==> src/design/stt_pkg.sv <==
// ----------------------------------------------------------------------------
// stt_pkg
// Shared constants, codes and controller/datapath bundles of the timer table.
// ----------------------------------------------------------------------------
package stt_pkg;

	localparam int NUM_TIMERS = 8;
	localparam int IDX_W      = (NUM_TIMERS > 1) ? $clog2(NUM_TIMERS) : 1;

	localparam int OP_W   = 2;
	localparam int DUR_W  = 16;
	localparam int EV_W   = 16;
	localparam int ID_W   = 15;
	localparam int CNT_W  = 6;
	localparam int REM_W  = 17;
	localparam int TICK_W = 10;
	localparam int KIND_W = 2;

	localparam logic [TICK_W-1:0] TICK_RESET = TICK_W'(10);
	localparam logic [ID_W-1:0]   ID_WRAP    = ID_W'(32767);

	// opcodes
	localparam logic [OP_W-1:0] OP_SCHED = 2'd0;
	localparam logic [OP_W-1:0] OP_UNSCH = 2'd1;
	localparam logic [OP_W-1:0] OP_TICK  = 2'd2;
	localparam logic [OP_W-1:0] OP_NOP   = 2'd3;

	// result kinds
	localparam logic [KIND_W-1:0] KIND_SCHED     = 2'd0;
	localparam logic [KIND_W-1:0] KIND_UNSCH     = 2'd1;
	localparam logic [KIND_W-1:0] KIND_EXPIRED   = 2'd2;
	localparam logic [KIND_W-1:0] KIND_TICK_DONE = 2'd3;

	typedef struct packed {
		logic capture;      // take a new word into the item registers
		logic idx_inc;      // move the scan to the next slot
		logic write_sched;  // fill the current slot with the new timer
		logic free_slot;    // release the current slot
		logic write_rem;    // store the decremented remaining time
		logic emit_exp;     // load an expired-event word
		logic emit_final;   // load the closing word of the item
	} dp_cmd_t;

	typedef struct packed {
		logic [OP_W-1:0] op;
		logic            slot_free;
		logic            match;
		logic            expire;
		logic            last_idx;
		logic            out_free;
	} dp_stat_t;

endpackage

==> src/design/stt_dp.sv <==
// ----------------------------------------------------------------------------
// stt_dp
// Slot storage, id and occupancy counters, tick subtractor, result register.
// ----------------------------------------------------------------------------
module stt_dp import stt_pkg::*; (
	input  logic              clk,
	input  logic              arst_n,
	input  logic              cfg_we,
	input  logic [TICK_W-1:0] cfg_wdata,
	input  logic [OP_W-1:0]   req_opcode,
	input  logic [DUR_W-1:0]  req_duration_ms,
	input  logic [EV_W-1:0]   req_event_code,
	input  logic [ID_W-1:0]   req_cancel_id,
	input  dp_cmd_t           cmd,
	output dp_stat_t          stat,
	input  logic              rsp_ready,
	output logic              rsp_valid,
	output logic [KIND_W-1:0] rsp_result_kind,
	output logic [ID_W-1:0]   rsp_timer_id,
	output logic [EV_W-1:0]   rsp_fired_event,
	output logic              rsp_table_full,
	output logic              rsp_found,
	output logic [CNT_W-1:0]  rsp_active_count,
	output logic              rsp_last
);

	logic [TICK_W-1:0] tick_len_q;
	logic [ID_W-1:0]   id_ctr_q;
	logic [CNT_W-1:0]  count_q;
	logic [IDX_W-1:0]  idx_q;
	logic              flag_q;      // slot stored (schedule) or timer removed
	logic [OP_W-1:0]   op_q;
	logic [DUR_W-1:0]  dur_q;
	logic [EV_W-1:0]   ev_q;
	logic [ID_W-1:0]   cid_q;

	logic [ID_W-1:0]   slot_id_q [NUM_TIMERS];
	logic [REM_W-1:0]  rem_q     [NUM_TIMERS];
	logic [EV_W-1:0]   slot_ev_q [NUM_TIMERS];

	logic [ID_W-1:0]   cur_id;
	logic [REM_W-1:0]  cur_rem;
	logic [REM_W:0]    diff;
	logic              out_free;

	assign cur_id   = slot_id_q[idx_q];
	assign cur_rem  = rem_q[idx_q];
	// sign-extended remaining time minus the tick; nonpositive means expired
	assign diff     = {cur_rem[REM_W-1], cur_rem} - (REM_W+1)'(tick_len_q);
	assign out_free = !rsp_valid || rsp_ready;

	always_comb begin
		stat.op        = op_q;
		stat.slot_free = (cur_id == '0);
		stat.match     = (cid_q != '0) && (cur_id == cid_q);
		stat.expire    = diff[REM_W] || (diff == '0);
		stat.last_idx  = (idx_q == IDX_W'(NUM_TIMERS - 1));
		stat.out_free  = out_free;
	end

	always_ff @(posedge clk or negedge arst_n) begin
		if (!arst_n) begin
			tick_len_q <= TICK_RESET;
			id_ctr_q   <= '0;
			count_q    <= '0;
			idx_q      <= '0;
			flag_q     <= 1'b0;
			op_q       <= OP_NOP;
			for (int i = 0; i < NUM_TIMERS; i++)
				slot_id_q[i] <= '0;
		end else begin
			if (cfg_we)
				tick_len_q <= cfg_wdata;
			if (cmd.capture) begin
				op_q   <= req_opcode;
				idx_q  <= '0;
				flag_q <= 1'b0;
				if (req_opcode == OP_SCHED && id_ctr_q == ID_WRAP)
					id_ctr_q <= '0;
			end
			if (cmd.idx_inc)
				idx_q <= idx_q + IDX_W'(1);
			if (cmd.write_sched) begin
				slot_id_q[idx_q] <= id_ctr_q + ID_W'(1);
				id_ctr_q         <= id_ctr_q + ID_W'(1);
				count_q          <= count_q + CNT_W'(1);
				flag_q           <= 1'b1;
			end
			if (cmd.free_slot) begin
				slot_id_q[idx_q] <= '0;
				count_q          <= count_q - CNT_W'(1);
				flag_q           <= 1'b1;
			end
		end
	end

	// payload storage, meaningful only while the slot id is nonzero
	always_ff @(posedge clk) begin
		if (cmd.capture) begin
			dur_q <= req_duration_ms;
			ev_q  <= req_event_code;
			cid_q <= req_cancel_id;
		end
		if (cmd.write_sched) begin
			rem_q[idx_q]     <= REM_W'(dur_q);
			slot_ev_q[idx_q] <= ev_q;
		end
		if (cmd.write_rem)
			rem_q[idx_q] <= diff[REM_W-1:0];
	end

	always_ff @(posedge clk or negedge arst_n) begin
		if (!arst_n)
			rsp_valid <= 1'b0;
		else if (cmd.emit_exp || cmd.emit_final)
			rsp_valid <= 1'b1;
		else if (rsp_ready)
			rsp_valid <= 1'b0;
	end

	always_ff @(posedge clk) begin
		if (cmd.emit_exp) begin
			rsp_result_kind  <= KIND_EXPIRED;
			rsp_timer_id     <= cur_id;
			rsp_fired_event  <= slot_ev_q[idx_q];
			rsp_table_full   <= 1'b0;
			rsp_found        <= 1'b0;
			rsp_active_count <= count_q - CNT_W'(1);
			rsp_last         <= 1'b0;
		end else if (cmd.emit_final) begin
			case (op_q)
				OP_SCHED: rsp_result_kind <= KIND_SCHED;
				OP_UNSCH: rsp_result_kind <= KIND_UNSCH;
				default:  rsp_result_kind <= KIND_TICK_DONE;
			endcase
			rsp_timer_id     <= (op_q == OP_SCHED) ? id_ctr_q : '0;
			rsp_fired_event  <= '0;
			rsp_table_full   <= (op_q == OP_SCHED) && !flag_q;
			rsp_found        <= (op_q == OP_UNSCH) && flag_q;
			rsp_active_count <= count_q;
			rsp_last         <= 1'b1;
		end
	end

	a_count_bound: assert property (@(posedge clk) disable iff (!arst_n)
		count_q <= CNT_W'(NUM_TIMERS))
		else $error("occupancy count above table size");

	a_emit_needs_room: assert property (@(posedge clk) disable iff (!arst_n)
		(cmd.emit_exp || cmd.emit_final) |-> out_free)
		else $error("result word loaded over an untaken word");

	a_sched_fills_slot: assert property (@(posedge clk) disable iff (!arst_n)
		cmd.write_sched |=> slot_id_q[$past(idx_q)] != '0)
		else $error("scheduled slot left with a zero id");

endmodule

==> config.mk <==
export PLATFORM = sky130hd
export DESIGN_NAME = stt_dp
export DESIGN_NICKNAME = d
export VERILOG_FILES = /design/src/design/stt_pkg.sv /design/src/design/stt_dp.sv
export SDC_FILE = /design/constraint.sdc
export NUM_CORES = 1
export LEC_CHECK = 0
export ABC_AREA = 0
export BUFFER_PORTS_ARGS = -buffer_cell sky130_fd_sc_hd__buf_2
export CORE_ASPECT_RATIO = 0.75
export CORE_MARGIN = 1.5
export CORE_UTILIZATION = 28
export CTS_BUF_LIST = sky130_fd_sc_hd__clkbuf_8
export CTS_CLUSTER_SIZE = 30
export DETAILED_ROUTE_END_ITERATION = 8
export HOLD_SLACK_MARGIN = 0.02
export REMOVE_ABC_BUFFERS = 1
export SYNTH_ARGS = -nofsm -noshare
export SYNTH_HDL_FRONTEND = slang
export SYNTH_SLANG_ARGS = --single-unit
==> constraint.sdc <==
create_clock -name clk -period 5.65 [get_ports clk]
set_clock_uncertainty 0.1 [all_clocks]
set_input_delay 0.8475 -clock clk [delete_from_list [all_inputs] [get_ports clk]]
set_output_delay 0.8475 -clock clk [all_outputs]
set_load 0.01 [all_outputs]
==> metrics, run 1 <==
status complete, no violations; Final ANT Viol Nets 0; Worst EP arrival 4.40 ns; Port-buffer cells ~120; pin count of the biggest net entering global routing 65; CP Max Fanout 30; largest area contributor in the synthesized netlist edfxtp_1; critical path class reg -> out; Via Count 13,600; num rows 86; initial antenna violation count 0; Top delay family on crit path simple AND/OR/NAND/NOR gates; Max Slew Vio Count 0; Crit path largest cell delay 0.53 ns; CTS tree done; die area 0.0769 mm²; fin crit period 5.35 ns; first-pass GRT wire length 85,600 µm; Avg Cell Area, Syn between 10 and 15 µm²; DRC 0; number of placed instances, taps included 2,537; IR drop worst, VDD 0.000153 V; worst reg2reg startpoint idx_q[2]; dominant synthesized flop cell edfxtp_1; clk_lat worst skew 0.68 ns; internal cell power between 7000 and 8000 µW; post-synthesis sequential area ratio 68.9%; GRT overflow 0; hold buffers post-CTS 0; slew margin rel. approximately 25%; total power draw 11,300 µW; CTS Buf Count 85; vias per inst 5.05; clock transition at the registers of the reported paths 0.07 ns; num ports 120; Reg power frac about 47%; core area 0.0739 mm²; setup violators final 0; Nets 1,748; final wirelength 56,800 µm; htree depth 3; vias in the first global route 13,700; ratio of cells with drive above 1 in the final layout 20.1%; internal reg-to-reg setup slack 1.67 ns; CP max-delay cell or4_4; Synth Instances roughly 1,500; Initial Utilization 28.5%; worst slew pin tran 1.12 ns; DRT iter0 DRCs 1,097; Die Width between 300 and 400 µm; most frequent cell after synthesis edfxtp_1; Hold Crit Class in -> async; WHS 0.0872 ns; Critical Path Start idx_q[2]; Longest Clk Path Bufs 3; Yosys top cell area share 49.6%; DRT Pass-1 Iters 5; leakage dissipation 0.00886 µW; cell mode on critical path buf_4; All-Layer GR Usage 14.7%; MaxCap Viol Count 0; power density over the cells roughly 460 mW/mm²; Mapped Area about 0.021 mm²; switching share of power 31.7%; detailed-placement wirelength estimate 33,900 µm; warnings from Yosys 0; Core Util, Final 33.1%; diode count 0; crit-path cells buf_4 > nor3b_2 > buf_4 > a22oi_1 > nand4_1 > ha_1 > nor2b_1 > o31a_1 > o21ai_0 > xnor2_1 > or4_4 > o31ai_2 > buf_2; async set-reset flop share out of synthesis slightly above 30%; P_sw 3600 µW; crit path buf inv count 3; commonest cells in the netlist edfxtp_1 (348), nor2_1 (168), dfrtp_1 (154); number of flops mapped to enable cells by yosys 348; Tcrit/Tclk final between 90% and 100%; CTS root buf clkbuf_8; Num Clock Sinks 511; final non-filler cell total 2,697; CP Capture Type primary output; Synth-to-Final Area Change 16.0%; chip height 241 µm; clock share of power 28.1%; Avg WL per Cell roughly 21 µm; kind of start point of the critical path register; CP required 4.70 ns; synth top area cells edfxtp_1 (50%), dfrtp_1 (18%), a211oi_1 (3.8%), a22oi_1 (3.2%), nor2_1 (3.0%); RSZ-0062 raised after global routing no; post-synth cell types between 70 and 80; Combinational Power Share 24.5%; #FFs+latches synth slightly above 500; Final Hold Viols 0; routability congestion estimate 0.831; FMAX between 150 and 200 MHz
==> sequential cells by signal, summed over array words and instances, names as in the netlist, 6 cells and up <==
register	flops
cid_q	15
count_q	6
dur_q	16
ev_q	16
id_ctr_q	15
rem_q	136
rsp_active_count	6
rsp_fired_event	16
rsp_timer_id	15
slot_ev_q	128
slot_id_q	120
tick_len_q	10
==> logic make-up (layout without fill, tap and decap cells) <==
group           after synthesis  in the layout  share of synthesized area, %
compound gates              382            382                          13.1
xor+xnor                     49             49                          2.04
fa+ha+maj                    17             17                          1.05
buf+inv                     126            339                          2.49
simple gates                362            362                          8.00
mux                          69             69                          4.47
flops                       511            511                          68.9
==> power groups by stage <==
stage / sequential (µW) / clock (µW) / combinational (µW)
global placement: 5410 / 0 / 2690
global route: 5440 / 3420 / 3070
CTS: 5370 / 3260 / 2760
detailed placement: 5430 / 0 / 2740
floorplan: 5390 / 0 / 1770
finish: 5370 / 3190 / 2780
==> what timing repair did <==
item / CTS / global route
setup endpoints to repair: 1 / 1
resized for setup: 1 / 4
setup buffers: 0 / 5
pin swaps: 0 / 1
==> per-stage QoR <==
step | TNS (ns) | setup slack (ns) | cell area, µm²
2_1_floorplan | -0.811 | -0.811 | 20700
3_3_place_gp | 0 | 0.652 | 22700
3_5_place_dp | 0 | 0.721 | 22700
4_1_cts | 0 | 0.00480 | 24400
5_1_grt | 0 | 0.00721 | 24400
6_report | 0 | 0.301 | 24400
==> worst paths after layout <==
check / end / cells past startpoint
worst max-delay path: stat[2] / 13
worst min-delay path: slot_id_q[85] / 1
worst max register to register: rem_q[3][15] / 13
worst min register to register: rsp_last / 2
max in group asynchronous: rsp_valid / 2
min in group clk: ev_q[0] / 1
==> cells in the final DEF (no fill, tap or decap), types with 8 or more instances in the layout <==
master / n
edfxtp_1: 348
nor2_1: 163
dfrtp_1: 152
buf_2: 118
a211oi_1: 107
clkbuf_8: 91
a22oi_1: 89
nand2_1: 79
o21ai_0: 47
inv_1: 46
a21oi_1: 39
buf_4: 33
xnor2_1: 30
mux2i_1: 28
a22o_1: 28
nand3_1: 23
mux2_2: 23
a221oi_1: 22
xor2_1: 19
and3_1: 16
ha_1: 16
clkinv_2: 15
clkinv_1: 14
nor2b_1: 11
mux4_2: 11
inv_2: 10
a41oi_1: 10
nor4_1: 9
nand4_1: 8
a31oi_1: 8
==> metal layers <==
layer	track usage, %	up-vias	share of wire [%]
met1	19.3	6917	44
li1	-	6118	-
met3	3.89	99	7.1
met5	0	-	0
met4	5.04	0	2.7
met2	23.4	499	47
==> layout make-up <==
cell class | count | area, µm²
fill | 7182 | 49500
sequential | 511 | 14500
multi-input combinational | 879 | 6090
clock buffer | 91 | 1250
tap | 968 | 1210
timing repair buffer | 153 | 861
clock inverter | 64 | 392
inverter | 31 | 116
No activity file was read; power rests on OpenSTA's default activity.
==> run 2: changes to the inputs <==
- REMOVE_ABC_BUFFERS: 1 -> not set
==> run 2 against run 1 <==
Critical path depth rose by 2. Core utilization hardly changed. Sequential share of layout area about the same. Fmax down 1.8%. Non-clock buffer count rose by 1. Setup slack lost 0.096 ns. Clock-buffer cell count is 1 higher. Critical endpoint unchanged.
==> metrics, run 2 (same netlist as run 1, synthesis figures left out) <==
Max Slew Vio Count 0 (unchanged); Num Clock Sinks 511 (unchanged); GRT overflow 0 (unchanged); critical path class reg -> out; Synth-to-Final Area Change 15.9% (about the same); CP required 4.70 ns (about the same); Initial Utilization 28.5% (unchanged); CTS Buf Count 85 (unchanged); num rows 86 (unchanged); Die Width 320 µm (unchanged); Multi-input gate area 0.00611 mm² (+0.47%); Port-buffer cells 119 (unchanged); power density over the cells 461 mW/mm² (-0.59%); status complete, no violations; CP Max Fanout 10 (-67%); Longest Clk Path Bufs 3 (unchanged); kind of start point of the critical path register; vias per inst 5.08 (+0.41%); htree depth 3 (unchanged); Nets 1,749 (+0.057%); DRT Pass-1 Iters 5 (unchanged); final wirelength 57,900 µm (+2.0%); Setup TNS 0 ns (unchanged); number of placed instances, taps included 2,539 (+0.079%); FMAX 184 MHz (-1.8%); fin crit period 5.45 ns (+0.0960 ns); max reg flops 136 (unchanged); setup violators final 0 (unchanged); IR drop worst, VDD 0.000186 V (+22%); num ports 120 (unchanged); final non-filler cell total 2,701 (+0.15%); clk_lat worst skew 0.69 ns (about the same); Reg power frac 47.4% (about the same); detailed-placement wirelength estimate 35,000 µm (+3.3%); worst slew pin tran 1.29 ns (+0.169 ns); area occupied by registers 0.0145 mm² (about the same); internal cell power 7600 µW (-1.8%); worst reg2reg startpoint idx_q[2]; RSZ-0062 raised after global routing no; initial antenna violation count 1 (+1); vias in the first global route 13,800 (+0.30%); first-pass GRT wire length 86,400 µm (+0.93%); MaxCap Viol Count 0 (unchanged); Final ANT Viol Nets 0 (unchanged); Mapped Nets between 1,500 and 2,000; Avg WL per Cell 21.5 µm (+1.9%); commonest non-fill, non-tap cell in the layout edfxtp_1; leakage dissipation 0.00883 µW (-0.25%); top flop regs rem_q: 136 flops, slot_ev_q: 128 flops, slot_id_q: 120 flops; pin count of the biggest net entering global routing 79 (+22%); routability congestion estimate 0.839 (+1.1%); Combinational Power Share 25.4% (+0.9 points); DRT iter0 DRCs 1,108 (+1.0%); die area 0.0769 mm² (unchanged); Reg with most FFs rem_q; CTS root buf clkbuf_8; Critical Path Start idx_q[2]; slew margin rel. 13.2% (-12 points); Via Count 13,700 (+0.56%); All-Layer GR Usage 14.9% (+0.21 points); diode count 0 (unchanged); most frequent cells in the layout edfxtp_1 (348), nor2_1 (164), dfrtp_1 (151); Worst EP arrival 4.50 ns (+0.10 ns); chip height 241 µm (unchanged); Final Hold Viols 0 (unchanged); P_sw 3660 µW (+1.8%); hold buffers post-CTS 0 (unchanged); CTS tree done; clock transition at the registers of the reported paths 0.06 ns (about the same); switching share of power 32.5% (+0.80 points); clock share of power 27.2% (-0.9 points); core area 0.0739 mm² (unchanged); DRC 0 (unchanged); CP Capture Type primary output; fill cell count 7,175 (-0.097%); Hold Crit Class in -> async; Tcrit/Tclk final 96.4% (+1.7 points); ratio of cells with drive above 1 in the final layout 20.1% (about the same)
==> run 2: path summary, 6_finish.rpt <==
check | endpoint | slack, ns | cells past startpoint
worst max-delay path | stat[2] | 0.20 | 15
worst min-delay path | flag_q | 0.10 | 1
worst max register to register | rem_q[1][9] | 1.75 | 13
worst min register to register | rsp_last | 0.38 | 2
max in group asynchronous | slot_id_q[77] | 3.96 | 2
min in group clk | cid_q[11] | 0.23 | 1
==> run 2: per-stage QoR <==
stage | instance area (µm²) | worst slack (ns) | utilization, % | total power (µW) | hold slack (ns)
after floorplan | 21100 | 0.760 | - | 7210 | 0.367
after detailed placement | 22800 | 0.665 | 30.8 | 8210 | 0.368
after global placement | 22800 | 0.609 | 30.8 | 8100 | 0.347
after CTS | 24300 | 0.00422 | 32.9 | 11300 | 0.0944
after global routing | 24400 | 0.0247 | 33.0 | 11800 | 0.141
final | 24400 | 0.205 | 33.0 | 11300 | 0.103
==> run 2: power by group through the flow <==
stage / logic, µW / clock network [µW] / registers, µW
4_1_cts: 2810 / 3140 / 5340
3_5_place_dp: 2800 / 0 / 5410
6_report: 2860 / 3060 / 5340
5_1_grt: 3120 / 3310 / 5420
2_1_floorplan: 1890 / 0 / 5330
3_3_place_gp: 2720 / 0 / 5380
==> run 2: routing by layer <==
| layer | part of all wire [%] | GRT usage (%) | vias to the layer above | routed length (µm) |
|---|---|---|---|---|
| met5 | 0 | 0 | - | 0 |
| met4 | 2.3 | 4.72 | 0 | 1340 |
| met3 | 6.4 | 3.22 | 95 | 3720 |
| met2 | 46 | 23.3 | 513 | 26600 |
| met1 | 45 | 20.6 | 6970 | 26300 |
| li1 | - | - | 6131 | - |
==> run 2: critical path, stage by stage (launching register included) <==
cell and delay [ns]:
dfrtp_2 0.41, buf_4 0.22, and3b_2 0.31, a22oi_1 0.17, and3_4 0.23, ha_1 0.17, inv_1 0.06, fa_1 0.45
a21o_1 0.19, a21oi_1 0.21, xnor2_1 0.17, nor4_2 0.32, nand2_1 0.09, or4_4 0.43, o31ai_4 0.22, buf_2 0.18
==> run 2: final cells by class <==
class                   count  share of cell area, %
clock inverters            66                   1.33
clock buffers              92                   5.19
inverters                  31                  0.477
multi-input cells         879                   25.0
well taps                 968                   4.96
flip-flops and latches    511                   59.4
repair buffers            154                   3.56
==> run 2: what timing repair did <==
action,4_1_cts,5_1_grt
pin swaps,0,1
setup buffers,0,4
gates cloned,0,0
endpoints found under the setup margin,1,1
resized for setup,1,8
hold endpoints to repair,0,0
==> run 3: changes to the inputs <==
- PLACE_DENSITY: not set -> 0.43
- clock period: 5.65 -> 6 ns (I/O delays scaled with it)
==> run 3 against run 2 <==
Setup slack better by 0.15 ns. Core utilization rose by 0.21 points. Register-to-register slack improved by 0.15 ns. Clock-buffer cell count fell by 3. Combinational power fell by 6%. Largest cell class unchanged. Sequential share of layout area down 0.37 points. Critical path depth increased by 1. Flip-flop and latch count unchanged. Cell count grew 0.22%.
==> metrics, run 3 (same netlist as run 1, synthesis figures left out) <==
power density over the cells 444 mW/mm² (-3.7%); ratio of cells with drive above 1 in the final layout 20.2% (+0.069 points); CTS root buf clkbuf_8; WHS 0.143 ns (+0.0400 ns); Die Width 320 µm (unchanged); most frequent cells in the layout edfxtp_1 (348), nor2_1 (161), dfrtp_1 (151); crit-path cells buf_4 > nand2b_1 > nor2_2 > a22oi_1 > and3_1 > ha_1 > inv_1 > fa_1 > a211oi_1 > o21ai_0 > xor2_1 > nor4_1 > nand2_1 > or4_4 > o31ai_2 > buf_2; core area 0.0739 mm² (unchanged); DRT iter0 DRCs 1,016 (-8.3%); Initial Utilization 28.5% (unchanged); routability congestion estimate 0.809 (-3.6%); Tcrit/Tclk final 94.0%; DRT Pass-1 Iters 5 (unchanged); GRT overflow 0 (unchanged); grt met1 use 23.7% (+3.1 points); CP max-delay cell dfrtp_2; met2 GRT Util 24.2% (+0.92 points); max reg flops 136 (unchanged); chip height 241 µm (unchanged); Avg WL per Cell 23.0 µm (+7.4%); worst slew pin tran 1.13 ns (-0.154 ns); pin count of the biggest net entering global routing 82 (+3.8%); vias in the first global route 13,800 (+0.10%); final wirelength 62,300 µm (+7.6%); FMAX 177 MHz; vias per inst 5.01 (-1.3%); top flop regs rem_q: 136 flops, slot_ev_q: 128 flops, slot_id_q: 120 flops; fill cell count 7,219 (+0.61%); Via Count 13,600 (-1.1%); met3 Use GR 3.57% (+0.35 points); CP Capture Type primary output; final std cell area, no fill 0.0246 mm² (+0.63%); Final Hold Viols 0 (unchanged); htree depth 3 (unchanged); All-Layer GR Usage 16.3% (+1.4 points); Synth-to-Final Area Change 16.6%; CTS tree done; area occupied by registers 0.0145 mm² (unchanged); layer with the highest usage met2; Multi-input gate area 0.00610 mm² (-0.29%); num rows 86 (unchanged); CTS Buf Count 86 (+1.2%); RSZ-0062 raised after global routing no; CP Max Fanout 11 (+1); detailed-placement wirelength estimate 37,300 µm (+6.5%); Hold Crit Class in -> async; post-CTS setup repair buffer count 0 (unchanged); commonest non-fill, non-tap cell in the layout edfxtp_1; fin crit period 5.64 ns; Reg with most FFs rem_q; num ports 120 (unchanged); first-pass GRT wire length 92,700 µm (+7.2%); status complete, no violations; Final ANT Viol Nets 0 (unchanged); Cell Area, Placed 0.0228 mm² (+0.27%); slew margin rel. 24.4% (+11 points); leakage dissipation 0.00895 µW (+1.3%); Longest Clk Path Bufs 3 (unchanged); clk_lat worst skew 0.71 ns (+0.02 ns); die area 0.0769 mm² (unchanged); CP required 5.00 ns (+0.30 ns); clock transition at the registers of the reported paths 0.06 ns (about the same); IR drop worst, VDD 0.000175 V (-5.8%); Crit path largest cell delay 0.46 ns (about the same); Num Clock Sinks 511 (unchanged); Setup TNS 0 ns (unchanged); Port-buffer cells 119 (unchanged); MaxCap Viol Count 0 (unchanged); Mapped Nets 1,603 (unchanged); Max Slew Vio Count 0 (unchanged); kind of start point of the critical path register; initial antenna violation count 3 (+2); DRC 0 (unchanged); Nets 1,752 (+0.17%); setup violators final 0 (unchanged); Worst EP arrival 4.64 ns (+0.14 ns); critical path class reg -> out
==> run 3: cell count changes in the layout (fill, tap and decap cells not counted), sizes merged <==
cell      before  now
bufinv         0    6
diode          0    2
clkinv        35   23
clkbuf        92   89
inv           60   72
buf          154  156
clkinvlp       2    1
==> run 3: power breakdown <==
group	total (µW)	internal (µW)	switching, µW
registers	5040	4670	366
clock network	3190	1670	1520
logic	2680	1030	1650
==> run 3: final cells by class <==
cell class,instances,share of cell area [%]
clock buffers,89,4.99
repair buffers,156,3.59
well taps,968,4.93
clock inverters,71,2.10
inverters,31,0.474
multi-input cells,879,24.8
diodes,2,0.0204
flip-flops and latches,511,59.1
==> run 3: routing by layer <==
layer  vias up  share of wire (%)
li1       6129                  -
met1      6886                 48
met2       426                 44
met3       111                5.9
met4         4                2.3
met5         -              0.032
==> run 3: critical path: cells and delay by family, from the launching register on <==
kind	cells	cell delay, ns
xor gates and xnor gates	1	0.19
adders and majority gates	2	0.62
AOI/OAI and AO/OA	4	0.86
buffers and inverters	3	0.46
DFF	1	0.46
and+or+nand+nor	6	1.37
==> run 3: path summary, 6_finish.rpt <==
| check | from | to | slack [ns] | depth (start not counted) |
|---|---|---|---|---|
| worst max-delay path | idx_q[0] | stat[2] | 0.36 | 16 |
| worst min-delay path | arst_n | count_q[4] | 0.14 | 1 |
| worst max register to register | idx_q[1] | rem_q[0][14] | 1.90 | 12 |
| worst min register to register | rsp_last | rsp_last | 0.37 | 2 |
| max in group asynchronous | arst_n | slot_id_q[26] | 4.39 | 2 |
| min in group clk | req_event_code[0] | ev_q[0] | 0.26 | 1 |
==> run 3: stage by stage <==
step / total power, µW / worst slack, ns / util [%] / instances
after detailed placement: 7790 / 0.934 / 30.9 / 2545
after global routing: 11500 / 0.00908 / 33.2 / 2707
after floorplan: 6790 / 1.06 / - / 1516
after global placement: 7760 / 0.904 / 30.9 / 2545
final: 10900 / 0.359 / 33.2 / 2707
after CTS: 11000 / 0.152 / 33.2 / 2705
==> run 3: repair_timing <==
action / 4_1_cts / 5_1_grt
setup endpoints to repair: 0 / 1
resized for setup: 0 / 1
hold buffers: 0 / 0
