--- src/design/stt_pkg.sv ---
// ----------------------------------------------------------------------------
// stt_pkg
// Shared constants, codes and controller/datapath bundles of the timer table.
// ----------------------------------------------------------------------------
package stt_pkg;

	localparam int NUM_TIMERS = 8;
	localparam int IDX_W      = (NUM_TIMERS > 1) ? $clog2(NUM_TIMERS) : 1;

	localparam int OP_W   = 2;
	localparam int DUR_W  = 16;
	localparam int EV_W   = 16;
	localparam int ID_W   = 15;
	localparam int CNT_W  = 6;
	localparam int REM_W  = 17;
	localparam int TICK_W = 10;
	localparam int KIND_W = 2;

	localparam logic [TICK_W-1:0] TICK_RESET = TICK_W'(10);
	localparam logic [ID_W-1:0]   ID_WRAP    = ID_W'(32767);

	// opcodes
	localparam logic [OP_W-1:0] OP_SCHED = 2'd0;
	localparam logic [OP_W-1:0] OP_UNSCH = 2'd1;
	localparam logic [OP_W-1:0] OP_TICK  = 2'd2;
	localparam logic [OP_W-1:0] OP_NOP   = 2'd3;

	// result kinds
	localparam logic [KIND_W-1:0] KIND_SCHED     = 2'd0;
	localparam logic [KIND_W-1:0] KIND_UNSCH     = 2'd1;
	localparam logic [KIND_W-1:0] KIND_EXPIRED   = 2'd2;
	localparam logic [KIND_W-1:0] KIND_TICK_DONE = 2'd3;

	typedef struct packed {
		logic capture;      // take a new word into the item registers
		logic idx_inc;      // move the scan to the next slot
		logic write_sched;  // fill the current slot with the new timer
		logic free_slot;    // release the current slot
		logic write_rem;    // store the decremented remaining time
		logic emit_exp;     // load an expired-event word
		logic emit_final;   // load the closing word of the item
	} dp_cmd_t;

	typedef struct packed {
		logic [OP_W-1:0] op;
		logic            slot_free;
		logic            match;
		logic            expire;
		logic            last_idx;
		logic            out_free;
	} dp_stat_t;

endpackage

--- src/design/stt_ctrl.sv ---
// ----------------------------------------------------------------------------
// stt_ctrl
// Sequencer: takes a word, scans one slot per cycle unless stalled, closes it.
// ----------------------------------------------------------------------------
module stt_ctrl import stt_pkg::*; (
	input  logic            clk,
	input  logic            arst_n,
	input  logic            req_valid,
	input  logic [OP_W-1:0] req_opcode,
	output logic            req_ready,
	input  dp_stat_t        stat,
	output dp_cmd_t         cmd
);

	localparam logic [1:0] ST_IDLE = 2'd0;
	localparam logic [1:0] ST_SCAN = 2'd1;
	localparam logic [1:0] ST_DONE = 2'd2;

	logic [1:0] state_q;
	logic [1:0] state_nxt;
	logic       advance;

	always_comb begin
		cmd       = '0;
		state_nxt = state_q;
		advance   = 1'b0;
		req_ready = (state_q == ST_IDLE);
		unique case (state_q)
			ST_IDLE: begin
				if (req_valid) begin
					cmd.capture = 1'b1;
					if (req_opcode != OP_NOP)
						state_nxt = ST_SCAN;
				end
			end
			ST_SCAN: begin
				case (stat.op)
					OP_SCHED: begin
						if (stat.slot_free) begin
							cmd.write_sched = 1'b1;
							state_nxt       = ST_DONE;
						end else
							advance = 1'b1;
					end
					OP_UNSCH: begin
						if (stat.match) begin
							cmd.free_slot = 1'b1;
							state_nxt     = ST_DONE;
						end else
							advance = 1'b1;
					end
					OP_TICK: begin
						if (!stat.slot_free && stat.expire) begin
							// hold the scan until the result register frees
							if (stat.out_free) begin
								cmd.free_slot = 1'b1;
								cmd.emit_exp  = 1'b1;
								advance       = 1'b1;
							end
						end else begin
							cmd.write_rem = !stat.slot_free;
							advance       = 1'b1;
						end
					end
					default: state_nxt = ST_DONE;
				endcase
				if (advance) begin
					if (stat.last_idx)
						state_nxt = ST_DONE;
					else
						cmd.idx_inc = 1'b1;
				end
			end
			ST_DONE: begin
				if (stat.out_free) begin
					cmd.emit_final = 1'b1;
					state_nxt      = ST_IDLE;
				end
			end
			default: state_nxt = ST_IDLE;
		endcase
	end

	always_ff @(posedge clk or negedge arst_n) begin
		if (!arst_n)
			state_q <= ST_IDLE;
		else
			state_q <= state_nxt;
	end

	a_final_to_idle: assert property (@(posedge clk) disable iff (!arst_n)
		cmd.emit_final |=> state_q == ST_IDLE)
		else $error("closing word did not return the sequencer to idle");

	a_scan_only_after_capture: assert property (@(posedge clk) disable iff (!arst_n)
		(state_q == ST_IDLE && state_nxt == ST_SCAN) |-> cmd.capture)
		else $error("scan started without a captured word");

	a_single_emit: assert property (@(posedge clk) disable iff (!arst_n)
		!(cmd.emit_exp && cmd.emit_final))
		else $error("two result words loaded in one cycle");

endmodule

--- config.mk ---
export PLATFORM = sky130hd
export DESIGN_NAME = stt_ctrl
export DESIGN_NICKNAME = d
export VERILOG_FILES = /design/src/design/stt_pkg.sv /design/src/design/stt_ctrl.sv
export SDC_FILE = /design/constraint.sdc
export NUM_CORES = 1
export LEC_CHECK = 0
export BUFFER_PORTS_ARGS = -buffer_cell sky130_fd_sc_hd__buf_2
export CELL_PAD_IN_SITES_DETAIL_PLACEMENT = 1
export CELL_PAD_IN_SITES_GLOBAL_PLACEMENT = 2
export CORE_MARGIN = 2
export CORE_UTILIZATION = 21
export CTS_CLUSTER_SIZE = 24
export DETAILED_ROUTE_END_ITERATION = 7
export GPL_TIMING_DRIVEN = 0
export PLACE_DENSITY = 0.76
export SYNTH_ARGS = -nofsm -noshare
export SYNTH_HDL_FRONTEND = slang
export SYNTH_SLANG_ARGS = --single-unit
--- constraint.sdc ---
create_clock -name clk -period 3.2 [get_ports clk]
set_input_delay 0.32 -clock clk [delete_from_list [all_inputs] [get_ports clk]]
set_output_delay 0.32 -clock clk [all_outputs]
set_load 0.02 [all_outputs]
==> flow_summary.html, run 1 <==
<table>
<tr><th>Metric</th><th>Value</th></tr>
<tr><th colspan="2">Critical path</th></tr>
<tr><td>Crit-path slowest cell</td><td>sky130_fd_sc_hd__o311ai_2</td></tr>
<tr><td>Reg2Reg Launch Point</td><td>state_q[1]$_DFFE_PN0P_</td></tr>
<tr><td>Cells traversed along the worst timing path</td><td>buf_2 -&gt; inv_1 -&gt; ha_1 -&gt; nor2b_1 -&gt; o311ai_2 -&gt; nor3_1 -&gt; buf_2</td></tr>
<tr><td>Critical path start-end classification</td><td>in -&gt; out</td></tr>
<tr><td>Setup slack of the worst register-to-register path</td><td>roughly 2.1 ns</td></tr>
<tr><td>Worst endpoint required time</td><td>2.88 ns</td></tr>
<tr><td>Sort of element at the end of the critical path</td><td>output port</td></tr>
<tr><td>Worst Setup Start Kind</td><td>primary input</td></tr>
<tr><td>Path depth of the worst reg2reg path</td><td>3</td></tr>
<tr><td>Peak per-stage delay on the critical path</td><td>between 0.3 and 0.4 ns</td></tr>
<tr><td>Critical path destination</td><td>cmd[5]</td></tr>
<tr><td>CP dominant cell by count</td><td>sky130_fd_sc_hd__buf_2</td></tr>
<tr><td>Worst setup path startpoint</td><td>stat[5]</td></tr>
<tr><td>Arrival time at the worst endpoint</td><td>1.49 ns</td></tr>
<tr><td>Critical path peak fanout</td><td>5</td></tr>
<tr><td>R2R Path End</td><td>state_q[1]$_DFFE_PN0P_</td></tr>
<tr><th colspan="2">Finish</th></tr>
<tr><td>Number of nets in the finished design</td><td>75</td></tr>
<tr><td>Most flops, register</td><td>state_q</td></tr>
<tr><td>Registers with the highest flip-flop counts</td><td>state_q: 2 flops</td></tr>
<tr><td>Max reg flops</td><td>2</td></tr>
<tr><td>Antenna Cells</td><td>0</td></tr>
<tr><td>Synthesis-to-finish area growth</td><td>48.7%</td></tr>
<tr><td>Fraction of final layout cells sized beyond drive strength 1</td><td>0.456</td></tr>
<tr><th colspan="2">Die</th></tr>
<tr><td>Floorplan die area</td><td>1750 um2</td></tr>
<tr><td>Number of placed I/O pins</td><td>20</td></tr>
<tr><td>Initial Utilization</td><td>0.228</td></tr>
<tr><td>Row count</td><td>13</td></tr>
<tr><td>Area inside the core boundary</td><td>between 1000 and 1500 um2</td></tr>
<tr><td>Die Height</td><td>roughly 42 um</td></tr>
<tr><td>Die width</td><td>41.8 um</td></tr>
<tr><th colspan="2">Timing</th></tr>
<tr><td>RSZ-0062 raised after global routing</td><td>false</td></tr>
<tr><td>Setup violation total in the final timing report</td><td>0</td></tr>
<tr><td>Final Hold Violating Endpoints</td><td>0</td></tr>
<tr><td>Actual transition at the worst max-transition pin</td><td>~0.43 ns</td></tr>
<tr><td>Final slew viol count</td><td>0</td></tr>
<tr><td>Clock skew</td><td>approximately 0.0094 ns</td></tr>
<tr><td>Total Negative Setup Slacks</td><td>0 ns</td></tr>
<tr><td>Final worst slack</td><td>1.39 ns</td></tr>
<tr><td>Timing-limited maximum frequency</td><td>551 MHz</td></tr>
<tr><td>Post-route minimum period</td><td>~1.8 ns</td></tr>
<tr><td>Max transition margin</td><td>0.709</td></tr>
<tr><td>Final clock period utilization by the worst path</td><td>0.567</td></tr>
<tr><th colspan="2">Place</th></tr>
<tr><td>Port Buffer Count</td><td>19</td></tr>
<tr><td>Place WS</td><td>1.38 ns</td></tr>
<tr><td>GP Congestion</td><td>0.684</td></tr>
<tr><td>Detailed placement HPWL</td><td>646 um</td></tr>
<tr><th colspan="2">Job</th></tr>
<tr><td>Count of max-cap constraint violations</td><td>0</td></tr>
<tr><th colspan="2">Routing</th></tr>
<tr><td>Length of the first detailed-routing pass in iterations</td><td>2</td></tr>
<tr><td>Number of antenna-violating nets in the routed design</td><td>0</td></tr>
<tr><td>DRC violation count after routing</td><td>0</td></tr>
<tr><td>Total wire length</td><td>737 um</td></tr>
<tr><td>Drt initial violations</td><td>1</td></tr>
<tr><td>DR vias</td><td>331</td></tr>
<tr><td>Via-to-Cell Ratio</td><td>between 4 and 5</td></tr>
<tr><td>Average wire length per cell after detail routing</td><td>approximately 10 um</td></tr>
<tr><th colspan="2">Clock tree</th></tr>
<tr><td>Buffer depth of the longest clock path</td><td>2</td></tr>
<tr><td>Setup Buffers After CTS</td><td>0</td></tr>
<tr><td>CTS clk-pin slew, worst paths</td><td>0.04 ns</td></tr>
<tr><td>Number of clock sinks seen by CTS</td><td>2</td></tr>
<tr><td>Source-to-sink clock delay at the later pin of the worst-skew pair</td><td>0.24 ns</td></tr>
<tr><td>CTS tree</td><td>yes</td></tr>
<tr><td>Depth of the CTS H-tree</td><td>1</td></tr>
<tr><td>CTS buffer count</td><td>3</td></tr>
<tr><td>Clock root buffer</td><td>sky130_fd_sc_hd__clkbuf_4</td></tr>
<tr><th colspan="2">Global routing</th></tr>
<tr><td>Wire length of the first global-routing pass</td><td>roughly 1300 um</td></tr>
<tr><td>M3 GR Usage</td><td>0.0304</td></tr>
<tr><td>Maximum number of pins on one net before global-route repair</td><td>7</td></tr>
<tr><td>GR Util met1</td><td>0.119</td></tr>
<tr><td>Number of global-route vias before repair</td><td>333</td></tr>
<tr><td>Total global routing overflow</td><td>0</td></tr>
<tr><td>Global-route total usage across every layer</td><td>0.0989</td></tr>
<tr><td>Antenna violations before repair</td><td>0</td></tr>
<tr><td>Routing layer with the top usage in global route</td><td>met2</td></tr>
<tr><td>Met2 usage</td><td>0.144</td></tr>
<tr><th colspan="2">Power and ir drop</th></tr>
<tr><td>Max rail drop VDD</td><td>176 uV</td></tr>
<tr><td>Power density over the cells</td><td>382 nW/um2</td></tr>
<tr><td>Leakage component of the power</td><td>roughly 0.25 nW</td></tr>
<tr><td>Total power</td><td>about 170 uW</td></tr>
<tr><th colspan="2">Synth</th></tr>
<tr><td>Netlist area before placement</td><td>300 um2</td></tr>
<tr><td>Share of synthesized registers carrying an async set or reset</td><td>1.00</td></tr>
<tr><td>Mean area per synthesized cell</td><td>8.83 um2</td></tr>
<tr><td>Top cell types by occurrence after synthesis</td><td>5 x sky130_fd_sc_hd__inv_1, 4 x sky130_fd_sc_hd__ha_1</td></tr>
<tr><td>Cells after Synth</td><td>34</td></tr>
<tr><td>Count of warnings emitted by yosys</td><td>0</td></tr>
<tr><td>Yosys top cell area share</td><td>0.167</td></tr>
<tr><td>Number of synthesized flops with an enable pin</td><td>0</td></tr>
<tr><td>Seq/Total Area, Yosys</td><td>0.167</td></tr>
<tr><td>Top cell type by total area after synthesis</td><td>sky130_fd_sc_hd__dfrtp_1</td></tr>
<tr><td>Number of nets produced by synthesis</td><td>50</td></tr>
<tr><td>Synth unique cells</td><td>23</td></tr>
<tr><td>Cell types occupying the most area after synthesis</td><td>sky130_fd_sc_hd__dfrtp_1 17%, sky130_fd_sc_hd__ha_1 17%, sky130_fd_sc_hd__inv_1 6.3%</td></tr>
<tr><td>Commonest register cell after synthesis</td><td>sky130_fd_sc_hd__dfrtp_1</td></tr>
<tr><td>Post-synthesis register bit count</td><td>2</td></tr>
<tr><td>Cell with the most instances after synthesis</td><td>sky130_fd_sc_hd__inv_1</td></tr>
<tr><th colspan="2">Worst hold path</th></tr>
<tr><td>Number of cells on the worst hold path</td><td>3</td></tr>
<tr><td>Hold Crit Class</td><td>in -&gt; reg</td></tr>
<tr><th colspan="2">Outcome</th></tr>
<tr><td>Run status</td><td>finished, final reports clean</td></tr>
</table>
## power breakdown
| part | leakage [nW] | switching, mW | internal [mW] |
|---|---|---|---|
| sequential | 0.0261 | 0.00564 | 0.0312 |
| combinational | 0.211 | 0.0403 | 0.0329 |
| clock | 0.0138 | 0.0187 | 0.0417 |
## cell type report
cell class / instances / area (um2)
Inverter: 5 / 18.8
Multi-Input combinational cell: 27 / 231
Sequential cell: 2 / 50.0
Clock buffer: 3 / 22.5
Timing Repair Buffer: 20 / 105
Tap cell: 15 / 18.8
Fill cell: 170 / 871
## per-stage QoR
stage / utilization / instance area [um2] / std cells / hold WS [ns]
2_1_floorplan: - / 300 / 34 / 0.0244
3_3_place_gp: 0.314 / 414 / 68 / 0.105
3_5_place_dp: 0.314 / 414 / 68 / 0.105
4_1_cts: 0.339 / 447 / 72 / 0.357
5_1_grt: 0.339 / 447 / 72 / 0.370
6_report: 0.339 / 447 / 72 / 0.358
## how the worst min path moves through the flow
| stage | startpoint | to | slack [ns] |
|---|---|---|---|
| 6_report | req_opcode[1] | state_q[0]$_DFFE_PN0P_ | 0.36 |
| 3_3_place_gp | arst_n | state_q[1]$_DFFE_PN0P_ | 0.11 |
| 3_5_place_dp | arst_n | state_q[1]$_DFFE_PN0P_ | 0.11 |
| 5_1_grt | stat[1] | state_q[1]$_DFFE_PN0P_ | 0.37 |
| 2_1_floorplan | arst_n | state_q[0]$_DFFE_PN0P_ | 0.02 |
| 4_1_cts | req_opcode[1] | state_q[0]$_DFFE_PN0P_ | 0.36 |
## worst max-delay path: cells and delay by family
family                     cells  cell delay (ns)
AOI/OAI and AO/OA              1             0.35
buffers and inverters          3             0.32
adders and majority gates      1             0.24
and+or+nand+nor                2             0.24
## routing by layer
layer,up-vias,share of wire
met5,-,0
met1,144,0.46
met2,15,0.43
met3,2,0.079
met4,0,0.028
li1,170,-
## logic make-up (layout without fill, tap and decap cells)
kind of cell,count (synthesis),after routing,synth area share
adder cells (fa/ha/maj),4,4,0.167
flip-flops,2,2,0.167
AND/OR/NAND/NOR,16,16,0.358
buffers and inverters,5,28,0.0625
AO/OA/AOI/OAI,7,7,0.246
## what timing repair did
| item | 4_1_cts | 5_1_grt |
|---|---|---|
| gates resized for setup | 0 | 0 |
| hold endpoints to repair | 2 | 0 |
| hold buffers | 1 | 0 |
## cell usage in the layout, fill, tap and decap left out
master	Yosys	final
sky130_fd_sc_hd__and3_1	1	1
sky130_fd_sc_hd__nand3_1	2	2
sky130_fd_sc_hd__and2b_2	1	1
sky130_fd_sc_hd__inv_1	5	5
sky130_fd_sc_hd__dlygate4sd3_1	0	1
sky130_fd_sc_hd__nand2_1	1	1
sky130_fd_sc_hd__o31ai_2	1	1
sky130_fd_sc_hd__and3b_1	1	1
sky130_fd_sc_hd__nor3_1	1	1
sky130_fd_sc_hd__a21boi_1	1	1
sky130_fd_sc_hd__o41a_1	1	1
sky130_fd_sc_hd__o2bb2ai_1	1	1
sky130_fd_sc_hd__ha_1	4	4
sky130_fd_sc_hd__a221o_1	1	1
sky130_fd_sc_hd__buf_2	0	19
sky130_fd_sc_hd__dfrtp_1	2	2
sky130_fd_sc_hd__nor2b_1	2	2
sky130_fd_sc_hd__nor4_1	1	1
sky130_fd_sc_hd__and4bb_1	1	1
sky130_fd_sc_hd__o311ai_2	1	1
sky130_fd_sc_hd__and2_1	1	1
sky130_fd_sc_hd__clkbuf_4	0	3
sky130_fd_sc_hd__nand2b_1	1	1
sky130_fd_sc_hd__nor2b_4	1	1
sky130_fd_sc_hd__a22oi_1	1	1
sky130_fd_sc_hd__nor2_1	2	2
Power figures use the tool's default switching activity.
==> run 2: changes to the inputs <==
Settings changed: CORE_UTILIZATION 21 to 18, PLACE_DENSITY 0.76 to 0.69.
Clock period 3.2 ns to 1.5 ns, I/O delays scaled along.
==> run 2 against run 1 <==
Net effect: core utilization up 0.19 points; die area up 15%; count of clock-buffer cells in the layout unchanged; clock skew down 0.0047 ns; clock power up 99%; global-route usage up 0.42 points; largest cell class unchanged; setup slack worse by 1.3 ns; critical path depth down 3; combinational power rose to 2.9 times the previous value.
==> flow_summary.html, run 2 (same netlist as run 1, synthesis figures left out) <==
<table>
<tr><th>Metric</th><th>Value</th></tr>
<tr><th colspan="2">Finish</th></tr>
<tr><td>Most frequent cells in the layout</td><td>16 x sky130_fd_sc_hd__buf_2, 7 x sky130_fd_sc_hd__buf_4, 5 x sky130_fd_sc_hd__inv_1, 4 x sky130_fd_sc_hd__ha_1, 3 x sky130_fd_sc_hd__clkbuf_4</td></tr>
<tr><td>Synthesis-to-finish area growth</td><td>75.0%</td></tr>
<tr><td>Antenna Cells</td><td>0</td></tr>
<tr><td>End-of-flow core utilization</td><td>0.341</td></tr>
<tr><td>Fraction of final layout cells sized beyond drive strength 1</td><td>0.565</td></tr>
<tr><td>Number of nets in the finished design</td><td>80</td></tr>
<tr><td>Max reg flops</td><td>2</td></tr>
<tr><td>Commonest non-fill, non-tap cell in the layout</td><td>sky130_fd_sc_hd__buf_2</td></tr>
<tr><td>Filler cells</td><td>199</td></tr>
<tr><td>Final std cells w/o fill</td><td>between 70 and 80</td></tr>
<tr><td>Most flops, register</td><td>state_q</td></tr>
<tr><td>Registers with the highest flip-flop counts</td><td>state_q: 2 flops</td></tr>
<tr><th colspan="2">Timing</th></tr>
<tr><td>Final slew viol count</td><td>0</td></tr>
<tr><td>Clock skew</td><td>about 0.0047 ns</td></tr>
<tr><td>Final clock period utilization by the worst path</td><td>0.972</td></tr>
<tr><td>Max transition margin</td><td>0.762</td></tr>
<tr><td>Total Negative Setup Slacks</td><td>0 ns</td></tr>
<tr><td>Post-route minimum period</td><td>around 1.5 ns</td></tr>
<tr><td>RSZ-0062 raised after global routing</td><td>true</td></tr>
<tr><td>Timing-limited maximum frequency</td><td>between 600 and 700 MHz</td></tr>
<tr><td>Setup violation total in the final timing report</td><td>0</td></tr>
<tr><td>Final Hold Violating Endpoints</td><td>0</td></tr>
<tr><td>Actual transition at the worst max-transition pin</td><td>between 0.3 and 0.4 ns</td></tr>
<tr><td>Final worst slack</td><td>0.0426 ns</td></tr>
<tr><th colspan="2">Routing</th></tr>
<tr><td>Average wire length per cell after detail routing</td><td>10.7 um</td></tr>
<tr><td>Length of the first detailed-routing pass in iterations</td><td>2</td></tr>
<tr><td>Number of antenna-violating nets in the routed design</td><td>0</td></tr>
<tr><td>DR vias</td><td>344</td></tr>
<tr><td>DRC violation count after routing</td><td>0</td></tr>
<tr><td>Total wire length</td><td>between 800 and 900 um</td></tr>
<tr><td>Drt initial violations</td><td>1</td></tr>
<tr><td>Via-to-Cell Ratio</td><td>around 4.4</td></tr>
<tr><th colspan="2">Place</th></tr>
<tr><td>Place WS</td><td>-0.0168 ns</td></tr>
<tr><td>GP Congestion</td><td>~0.65</td></tr>
<tr><td>Total instance count after detailed placement</td><td>slightly below 70</td></tr>
<tr><td>Port Buffer Count</td><td>19</td></tr>
<tr><td>Detailed placement HPWL</td><td>682 um</td></tr>
<tr><th colspan="2">Critical path</th></tr>
<tr><td>Crit-path slowest cell</td><td>sky130_fd_sc_hd__dfrtp_1</td></tr>
<tr><td>Cells traversed along the worst timing path</td><td>and2b_2 -&gt; buf_4 -&gt; and3_1 -&gt; buf_6</td></tr>
<tr><td>Worst Setup Start Kind</td><td>register</td></tr>
<tr><td>Number of buffers and inverters on the critical path</td><td>2</td></tr>
<tr><td>Peak per-stage delay on the critical path</td><td>0.39 ns</td></tr>
<tr><td>Largest delay contributor family on the critical path</td><td>simple AND/OR/NAND/NOR gates</td></tr>
<tr><td>Path depth of the worst reg2reg path</td><td>4</td></tr>
<tr><td>Critical path start-end classification</td><td>reg -&gt; out</td></tr>
<tr><td>Worst endpoint required time</td><td>1.35 ns</td></tr>
<tr><td>Arrival time at the worst endpoint</td><td>1.31 ns</td></tr>
<tr><td>Setup slack of the worst register-to-register path</td><td>0.31 ns</td></tr>
<tr><td>Critical path peak fanout</td><td>5</td></tr>
<tr><td>Reg2Reg Launch Point</td><td>state_q[0]$_DFFE_PN0P_</td></tr>
<tr><td>R2R Path End</td><td>state_q[1]$_DFFE_PN0P_</td></tr>
<tr><td>Sort of element at the end of the critical path</td><td>output port</td></tr>
<tr><th colspan="2">Clock tree</th></tr>
<tr><td>Depth of the CTS H-tree</td><td>1</td></tr>
<tr><td>CTS buffer count</td><td>3</td></tr>
<tr><td>Buffer depth of the longest clock path</td><td>2</td></tr>
<tr><td>Source-to-sink clock delay at the later pin of the worst-skew pair</td><td>0.23 ns</td></tr>
<tr><td>Number of clock sinks seen by CTS</td><td>2</td></tr>
<tr><td>Clock root buffer</td><td>sky130_fd_sc_hd__clkbuf_4</td></tr>
<tr><td>CTS clk-pin slew, worst paths</td><td>0.03 ns</td></tr>
<tr><td>CTS tree</td><td>yes</td></tr>
<tr><th colspan="2">Worst hold path</th></tr>
<tr><td>Min-delay src</td><td>req_opcode[1]</td></tr>
<tr><td>Number of cells on the worst hold path</td><td>3</td></tr>
<tr><td>Capture endpoint of the worst hold path</td><td>state_q[0]$_DFFE_PN0P_</td></tr>
<tr><td>Hold Crit Class</td><td>in -&gt; reg</td></tr>
<tr><th colspan="2">Die</th></tr>
<tr><td>Die width</td><td>44.8 um</td></tr>
<tr><td>Area inside the core boundary</td><td>1540 um2</td></tr>
<tr><td>Initial Utilization</td><td>0.195</td></tr>
<tr><td>Die Height</td><td>44.8 um</td></tr>
<tr><td>Floorplan die area</td><td>about 2000 um2</td></tr>
<tr><td>Row count</td><td>14</td></tr>
<tr><td>Number of placed I/O pins</td><td>20</td></tr>
<tr><th colspan="2">Power and ir drop</th></tr>
<tr><td>Power density over the cells</td><td>780 nW/um2</td></tr>
<tr><td>Max rail drop VDD</td><td>347 uV</td></tr>
<tr><td>Leakage component of the power</td><td>between 0.2 and 0.3 nW</td></tr>
<tr><th colspan="2">Global routing</th></tr>
<tr><td>Maximum number of pins on one net before global-route repair</td><td>7</td></tr>
<tr><td>Total global routing overflow</td><td>0</td></tr>
<tr><td>Number of global-route vias before repair</td><td>350</td></tr>
<tr><td>Global-route total usage across every layer</td><td>0.103</td></tr>
<tr><td>Wire length of the first global-routing pass</td><td>around 1500 um</td></tr>
<tr><td>Antenna violations before repair</td><td>0</td></tr>
<tr><th colspan="2">Job</th></tr>
<tr><td>Count of max-cap constraint violations</td><td>0</td></tr>
<tr><th colspan="2">Outcome</th></tr>
<tr><td>Run status</td><td>finished, final reports clean</td></tr>
</table>
## run 2: layout make-up
cell class                 count  area (um2)  area share
tap                           16        20.0      0.0381
multi-input combinational     27         260       0.495
sequential                     2        50.0      0.0952
inverter                       5        18.8      0.0357
clock buffer                   3        22.5      0.0429
timing repair buffer          25         154       0.293
## run 2: worst max-delay path by stage
stage | start | slack [ns] | end | cells after the start
3_5_place_dp | stat[5] | -0.02 | cmd[5] | 7
6_report | state_q[0]$_DFFE_PN0P_ | 0.04 | cmd[4] | 4
2_1_floorplan | state_q[1]$_DFFE_PN0P_ | 0.08 | cmd[5] | 3
4_1_cts | state_q[1]$_DFFE_PN0P_ | -0.01 | cmd[5] | 4
3_3_place_gp | stat[5] | -0.002 | cmd[5] | 7
5_1_grt | state_q[1]$_DFFE_PN0P_ | -0.04 | cmd[3] | 4
## run 2: repair_timing
| action | in CTS | in global routing |
|---|---|---|
| hold buffers | 1 | 0 |
| endpoints found under the hold margin | 2 | 0 |
| endpoints found under the setup margin | 1 | 3 |
| pin swaps | 2 | 4 |
| gates cloned | 0 | 0 |
| resized for setup | 1 | 8 |
| setup buffers | 4 | 1 |
## run 2: where the power goes
part           internal, mW  total (mW)  switching, mW  leakage [nW]
registers            0.0667      0.0779         0.0112        0.0261
logic                 0.109       0.212          0.103         0.239
clock network        0.0883       0.120         0.0314        0.0138
## run 2: tightest hold or removal path: cells and delay by family
family                 cells  cell delay [ns]
buffers and inverters      1             0.07
and+or+nand+nor            1             0.04
AOI/OAI and AO/OA          1             0.11
## run 2: metrics by stage
stage,area (um2),hold slack (ns),total power [mW]
after floorplan,300,-0.146,0.178
after global placement,415,-0.0648,0.237
after detailed placement,415,-0.0611,0.237
after CTS,488,0.192,0.402
after global routing,526,0.209,0.444
final,526,0.201,0.410
## run 2: per-layer routing
metal	wire (um)	global-route usage
met3	57	0.0480
met1	387	0.126
met5	0	0
met4	0	0.0529
met2	388	0.151
==> run 3: changes to the inputs <==
Settings changed: REMOVE_ABC_BUFFERS set to 1.
Clock period 1.5 ns to 1.25 ns, I/O delays scaled along.
==> run 3 against run 2 <==
Net effect: the run now ends with setup timing left; total power up 31%; non-clock buffer count increased by 1; sequential cell count stayed put; via count grew 1.7%; setup slack worse by 0.24 ns; count of clock-buffer cells in the layout is the same; cell count grew 1.3%; highest routed layer unchanged.
==> flow_summary.html, run 3 (same netlist as run 1, synthesis figures left out) <==
<table>
<tr><th>Metric</th><th>Value</th></tr>
<tr><th colspan="2">Outcome</th></tr>
<tr><td>Run status</td><td>complete, but fails checks</td></tr>
<tr><td>Failing checks</td><td>setup timing</td></tr>
<tr><th colspan="2">Critical path</th></tr>
<tr><td>Arrival time at the worst endpoint</td><td>1.32 ns</td></tr>
<tr><td>Peak per-stage delay on the critical path</td><td>0.43 ns</td></tr>
<tr><td>Number of buffers and inverters on the critical path</td><td>2</td></tr>
<tr><td>Largest delay contributor family on the critical path</td><td>flip-flops</td></tr>
<tr><td>Critical path start-end classification</td><td>reg -&gt; out</td></tr>
<tr><td>Sort of element at the end of the critical path</td><td>output port</td></tr>
<tr><td>Crit-path slowest cell</td><td>sky130_fd_sc_hd__dfrtp_2</td></tr>
<tr><td>Worst Setup Start Kind</td><td>register</td></tr>
<tr><td>Cells traversed along the worst timing path</td><td>and2b_2 -&gt; buf_4 -&gt; and3_4 -&gt; buf_6</td></tr>
<tr><td>Worst endpoint required time</td><td>between 1 and 1.5 ns</td></tr>
<tr><td>Critical path peak fanout</td><td>5</td></tr>
<tr><th colspan="2">Job</th></tr>
<tr><td>Count of max-cap constraint violations</td><td>0</td></tr>
<tr><th colspan="2">Timing</th></tr>
<tr><td>Setup violation total in the final timing report</td><td>5</td></tr>
<tr><td>Post-route minimum period</td><td>1.44 ns</td></tr>
<tr><td>Final clock period utilization by the worst path</td><td>1.16</td></tr>
<tr><td>Clock skew</td><td>0.00472 ns</td></tr>
<tr><td>Final slew viol count</td><td>0</td></tr>
<tr><td>Actual transition at the worst max-transition pin</td><td>0.349 ns</td></tr>
<tr><td>Timing-limited maximum frequency</td><td>692 MHz</td></tr>
<tr><td>Worst hold-check slack</td><td>0.171 ns</td></tr>
<tr><td>Final Hold Violating Endpoints</td><td>0</td></tr>
<tr><td>Max transition margin</td><td>0.766</td></tr>
<tr><td>Final worst slack</td><td>-0.194 ns</td></tr>
<tr><td>RSZ-0062 raised after global routing</td><td>true</td></tr>
<tr><td>Total Negative Setup Slacks</td><td>-0.784 ns</td></tr>
<tr><th colspan="2">Die</th></tr>
<tr><td>Row count</td><td>14</td></tr>
<tr><td>Die width</td><td>~45 um</td></tr>
<tr><td>Die Height</td><td>44.8 um</td></tr>
<tr><td>Floorplan die area</td><td>2010 um2</td></tr>
<tr><td>Initial Utilization</td><td>0.195</td></tr>
<tr><td>Area inside the core boundary</td><td>1540 um2</td></tr>
<tr><td>Number of placed I/O pins</td><td>20</td></tr>
<tr><th colspan="2">Routing</th></tr>
<tr><td>DRC violation count after routing</td><td>0</td></tr>
<tr><td>Drt initial violations</td><td>1</td></tr>
<tr><td>Length of the first detailed-routing pass in iterations</td><td>3</td></tr>
<tr><td>Via-to-Cell Ratio</td><td>4.43</td></tr>
<tr><td>Total wire length</td><td>872 um</td></tr>
<tr><td>Number of antenna-violating nets in the routed design</td><td>0</td></tr>
<tr><td>DR vias</td><td>350</td></tr>
<tr><td>Average wire length per cell after detail routing</td><td>around 11 um</td></tr>
<tr><th colspan="2">Power and ir drop</th></tr>
<tr><td>Max rail drop VDD</td><td>491 uV</td></tr>
<tr><td>Power density over the cells</td><td>between 900 and 1000 nW/um2</td></tr>
<tr><td>Leakage component of the power</td><td>approximately 0.28 nW</td></tr>
<tr><th colspan="2">Global routing</th></tr>
<tr><td>Antenna violations before repair</td><td>0</td></tr>
<tr><td>Global-route total usage across every layer</td><td>0.104</td></tr>
<tr><td>Wire length of the first global-routing pass</td><td>1470 um</td></tr>
<tr><td>Maximum number of pins on one net before global-route repair</td><td>7</td></tr>
<tr><td>Number of global-route vias before repair</td><td>359</td></tr>
<tr><td>Total global routing overflow</td><td>0</td></tr>
<tr><th colspan="2">Clock tree</th></tr>
<tr><td>CTS tree</td><td>yes</td></tr>
<tr><td>Depth of the CTS H-tree</td><td>1</td></tr>
<tr><td>Clock root buffer</td><td>sky130_fd_sc_hd__clkbuf_4</td></tr>
<tr><td>Source-to-sink clock delay at the later pin of the worst-skew pair</td><td>0.23 ns</td></tr>
<tr><td>CTS clk-pin slew, worst paths</td><td>0.03 ns</td></tr>
<tr><td>Number of clock sinks seen by CTS</td><td>2</td></tr>
<tr><td>Buffer depth of the longest clock path</td><td>2</td></tr>
<tr><td>CTS buffer count</td><td>3</td></tr>
<tr><th colspan="2">Finish</th></tr>
<tr><td>Register cell area after layout</td><td>51.3 um2</td></tr>
<tr><td>Most frequent cells in the layout</td><td>13 x sky130_fd_sc_hd__buf_2, 9 x sky130_fd_sc_hd__buf_4, 4 x sky130_fd_sc_hd__inv_1, 4 x sky130_fd_sc_hd__ha_1</td></tr>
<tr><td>Number of nets in the finished design</td><td>81</td></tr>
<tr><td>Registers with the highest flip-flop counts</td><td>state_q: 2 flops</td></tr>
<tr><td>Synthesis-to-finish area growth</td><td>89.6%</td></tr>
<tr><td>Antenna Cells</td><td>0</td></tr>
<tr><td>Most flops, register</td><td>state_q</td></tr>
<tr><td>Fraction of final layout cells sized beyond drive strength 1</td><td>0.667</td></tr>
<tr><td>Commonest non-fill, non-tap cell in the layout</td><td>sky130_fd_sc_hd__buf_2</td></tr>
<tr><td>Filler cells</td><td>191</td></tr>
<tr><td>Footprint of the multi-input gates</td><td>280 um2</td></tr>
<tr><td>Max reg flops</td><td>2</td></tr>
<tr><th colspan="2">Worst hold path</th></tr>
<tr><td>Hold Crit Class</td><td>in -&gt; reg</td></tr>
<tr><th colspan="2">Place</th></tr>
<tr><td>Detailed placement HPWL</td><td>682 um</td></tr>
<tr><td>Port Buffer Count</td><td>19</td></tr>
<tr><td>GP Congestion</td><td>0.654</td></tr>
</table>
[run 3: layout make-up]
type                    count  area share
flip-flops and latches      2      0.0901
repair buffers             26       0.310
clock buffers               3      0.0396
inverters                   5      0.0330
well taps                  16      0.0352
multi-input cells          27       0.492
[run 3: metrics by stage]
stage / power, mW / std cells / worst slack, ns / cell area, um2 / utilization
2_1_floorplan: 0.214 / 34 / -0.142 / 300 / -
3_3_place_gp: 0.284 / 69 / -0.202 / 415 / 0.269
3_5_place_dp: 0.284 / 69 / -0.217 / 415 / 0.269
4_1_cts: 0.489 / 77 / -0.236 / 515 / 0.334
5_1_grt: 0.576 / 79 / -0.262 / 569 / 0.369
6_report: 0.536 / 79 / -0.194 / 569 / 0.369
[run 3: what timing repair did]
item,in CTS,in global routing
resized for setup,10,11
endpoints found under the hold margin,2,0
buffers inserted,4,3
setup endpoints to repair,6,8
pin swaps,2,6
hold buffers,1,0
[run 3: path summary, 6_finish.rpt]
path | to | slack, ns | start | cells after the start
min in group asynchronous | state_q[1]$_DFFE_PN0P_ | 0.22 | arst_n | 2
worst min register to register | state_q[1]$_DFFE_PN0P_ | 0.70 | state_q[0]$_DFFE_PN0P_ | 3
max in group asynchronous | state_q[0]$_DFFE_PN0P_ | 0.92 | arst_n | 2
worst min-delay path | state_q[0]$_DFFE_PN0P_ | 0.17 | req_opcode[1] | 3
worst max register to register | state_q[1]$_DFFE_PN0P_ | 0.06 | state_q[1]$_DFFE_PN0P_ | 4
worst max-delay path | cmd[4] | -0.19 | state_q[0]$_DFFE_PN0P_ | 4
[run 3: routing by layer]
metal,GRT usage,wire [um]
met2,0.157,410
met4,0.0529,0
met5,0,0
met3,0.0480,49
met1,0.124,411
[run 3: power breakdown]
part / leakage [nW] / internal (mW) / switching (mW)
registers: 0.0248 / 0.0814 / 0.0175
clock network: 0.0138 / 0.106 / 0.0380
logic: 0.245 / 0.156 / 0.137
total: 0.283 / 0.343 / 0.192
[run 3: tightest hold or removal path, delay by kind of cell]
kind / cells / cell delay [ns]
simple gates: 1 / 0.04
compound gates: 1 / 0.11
buf+inv: 1 / 0.07
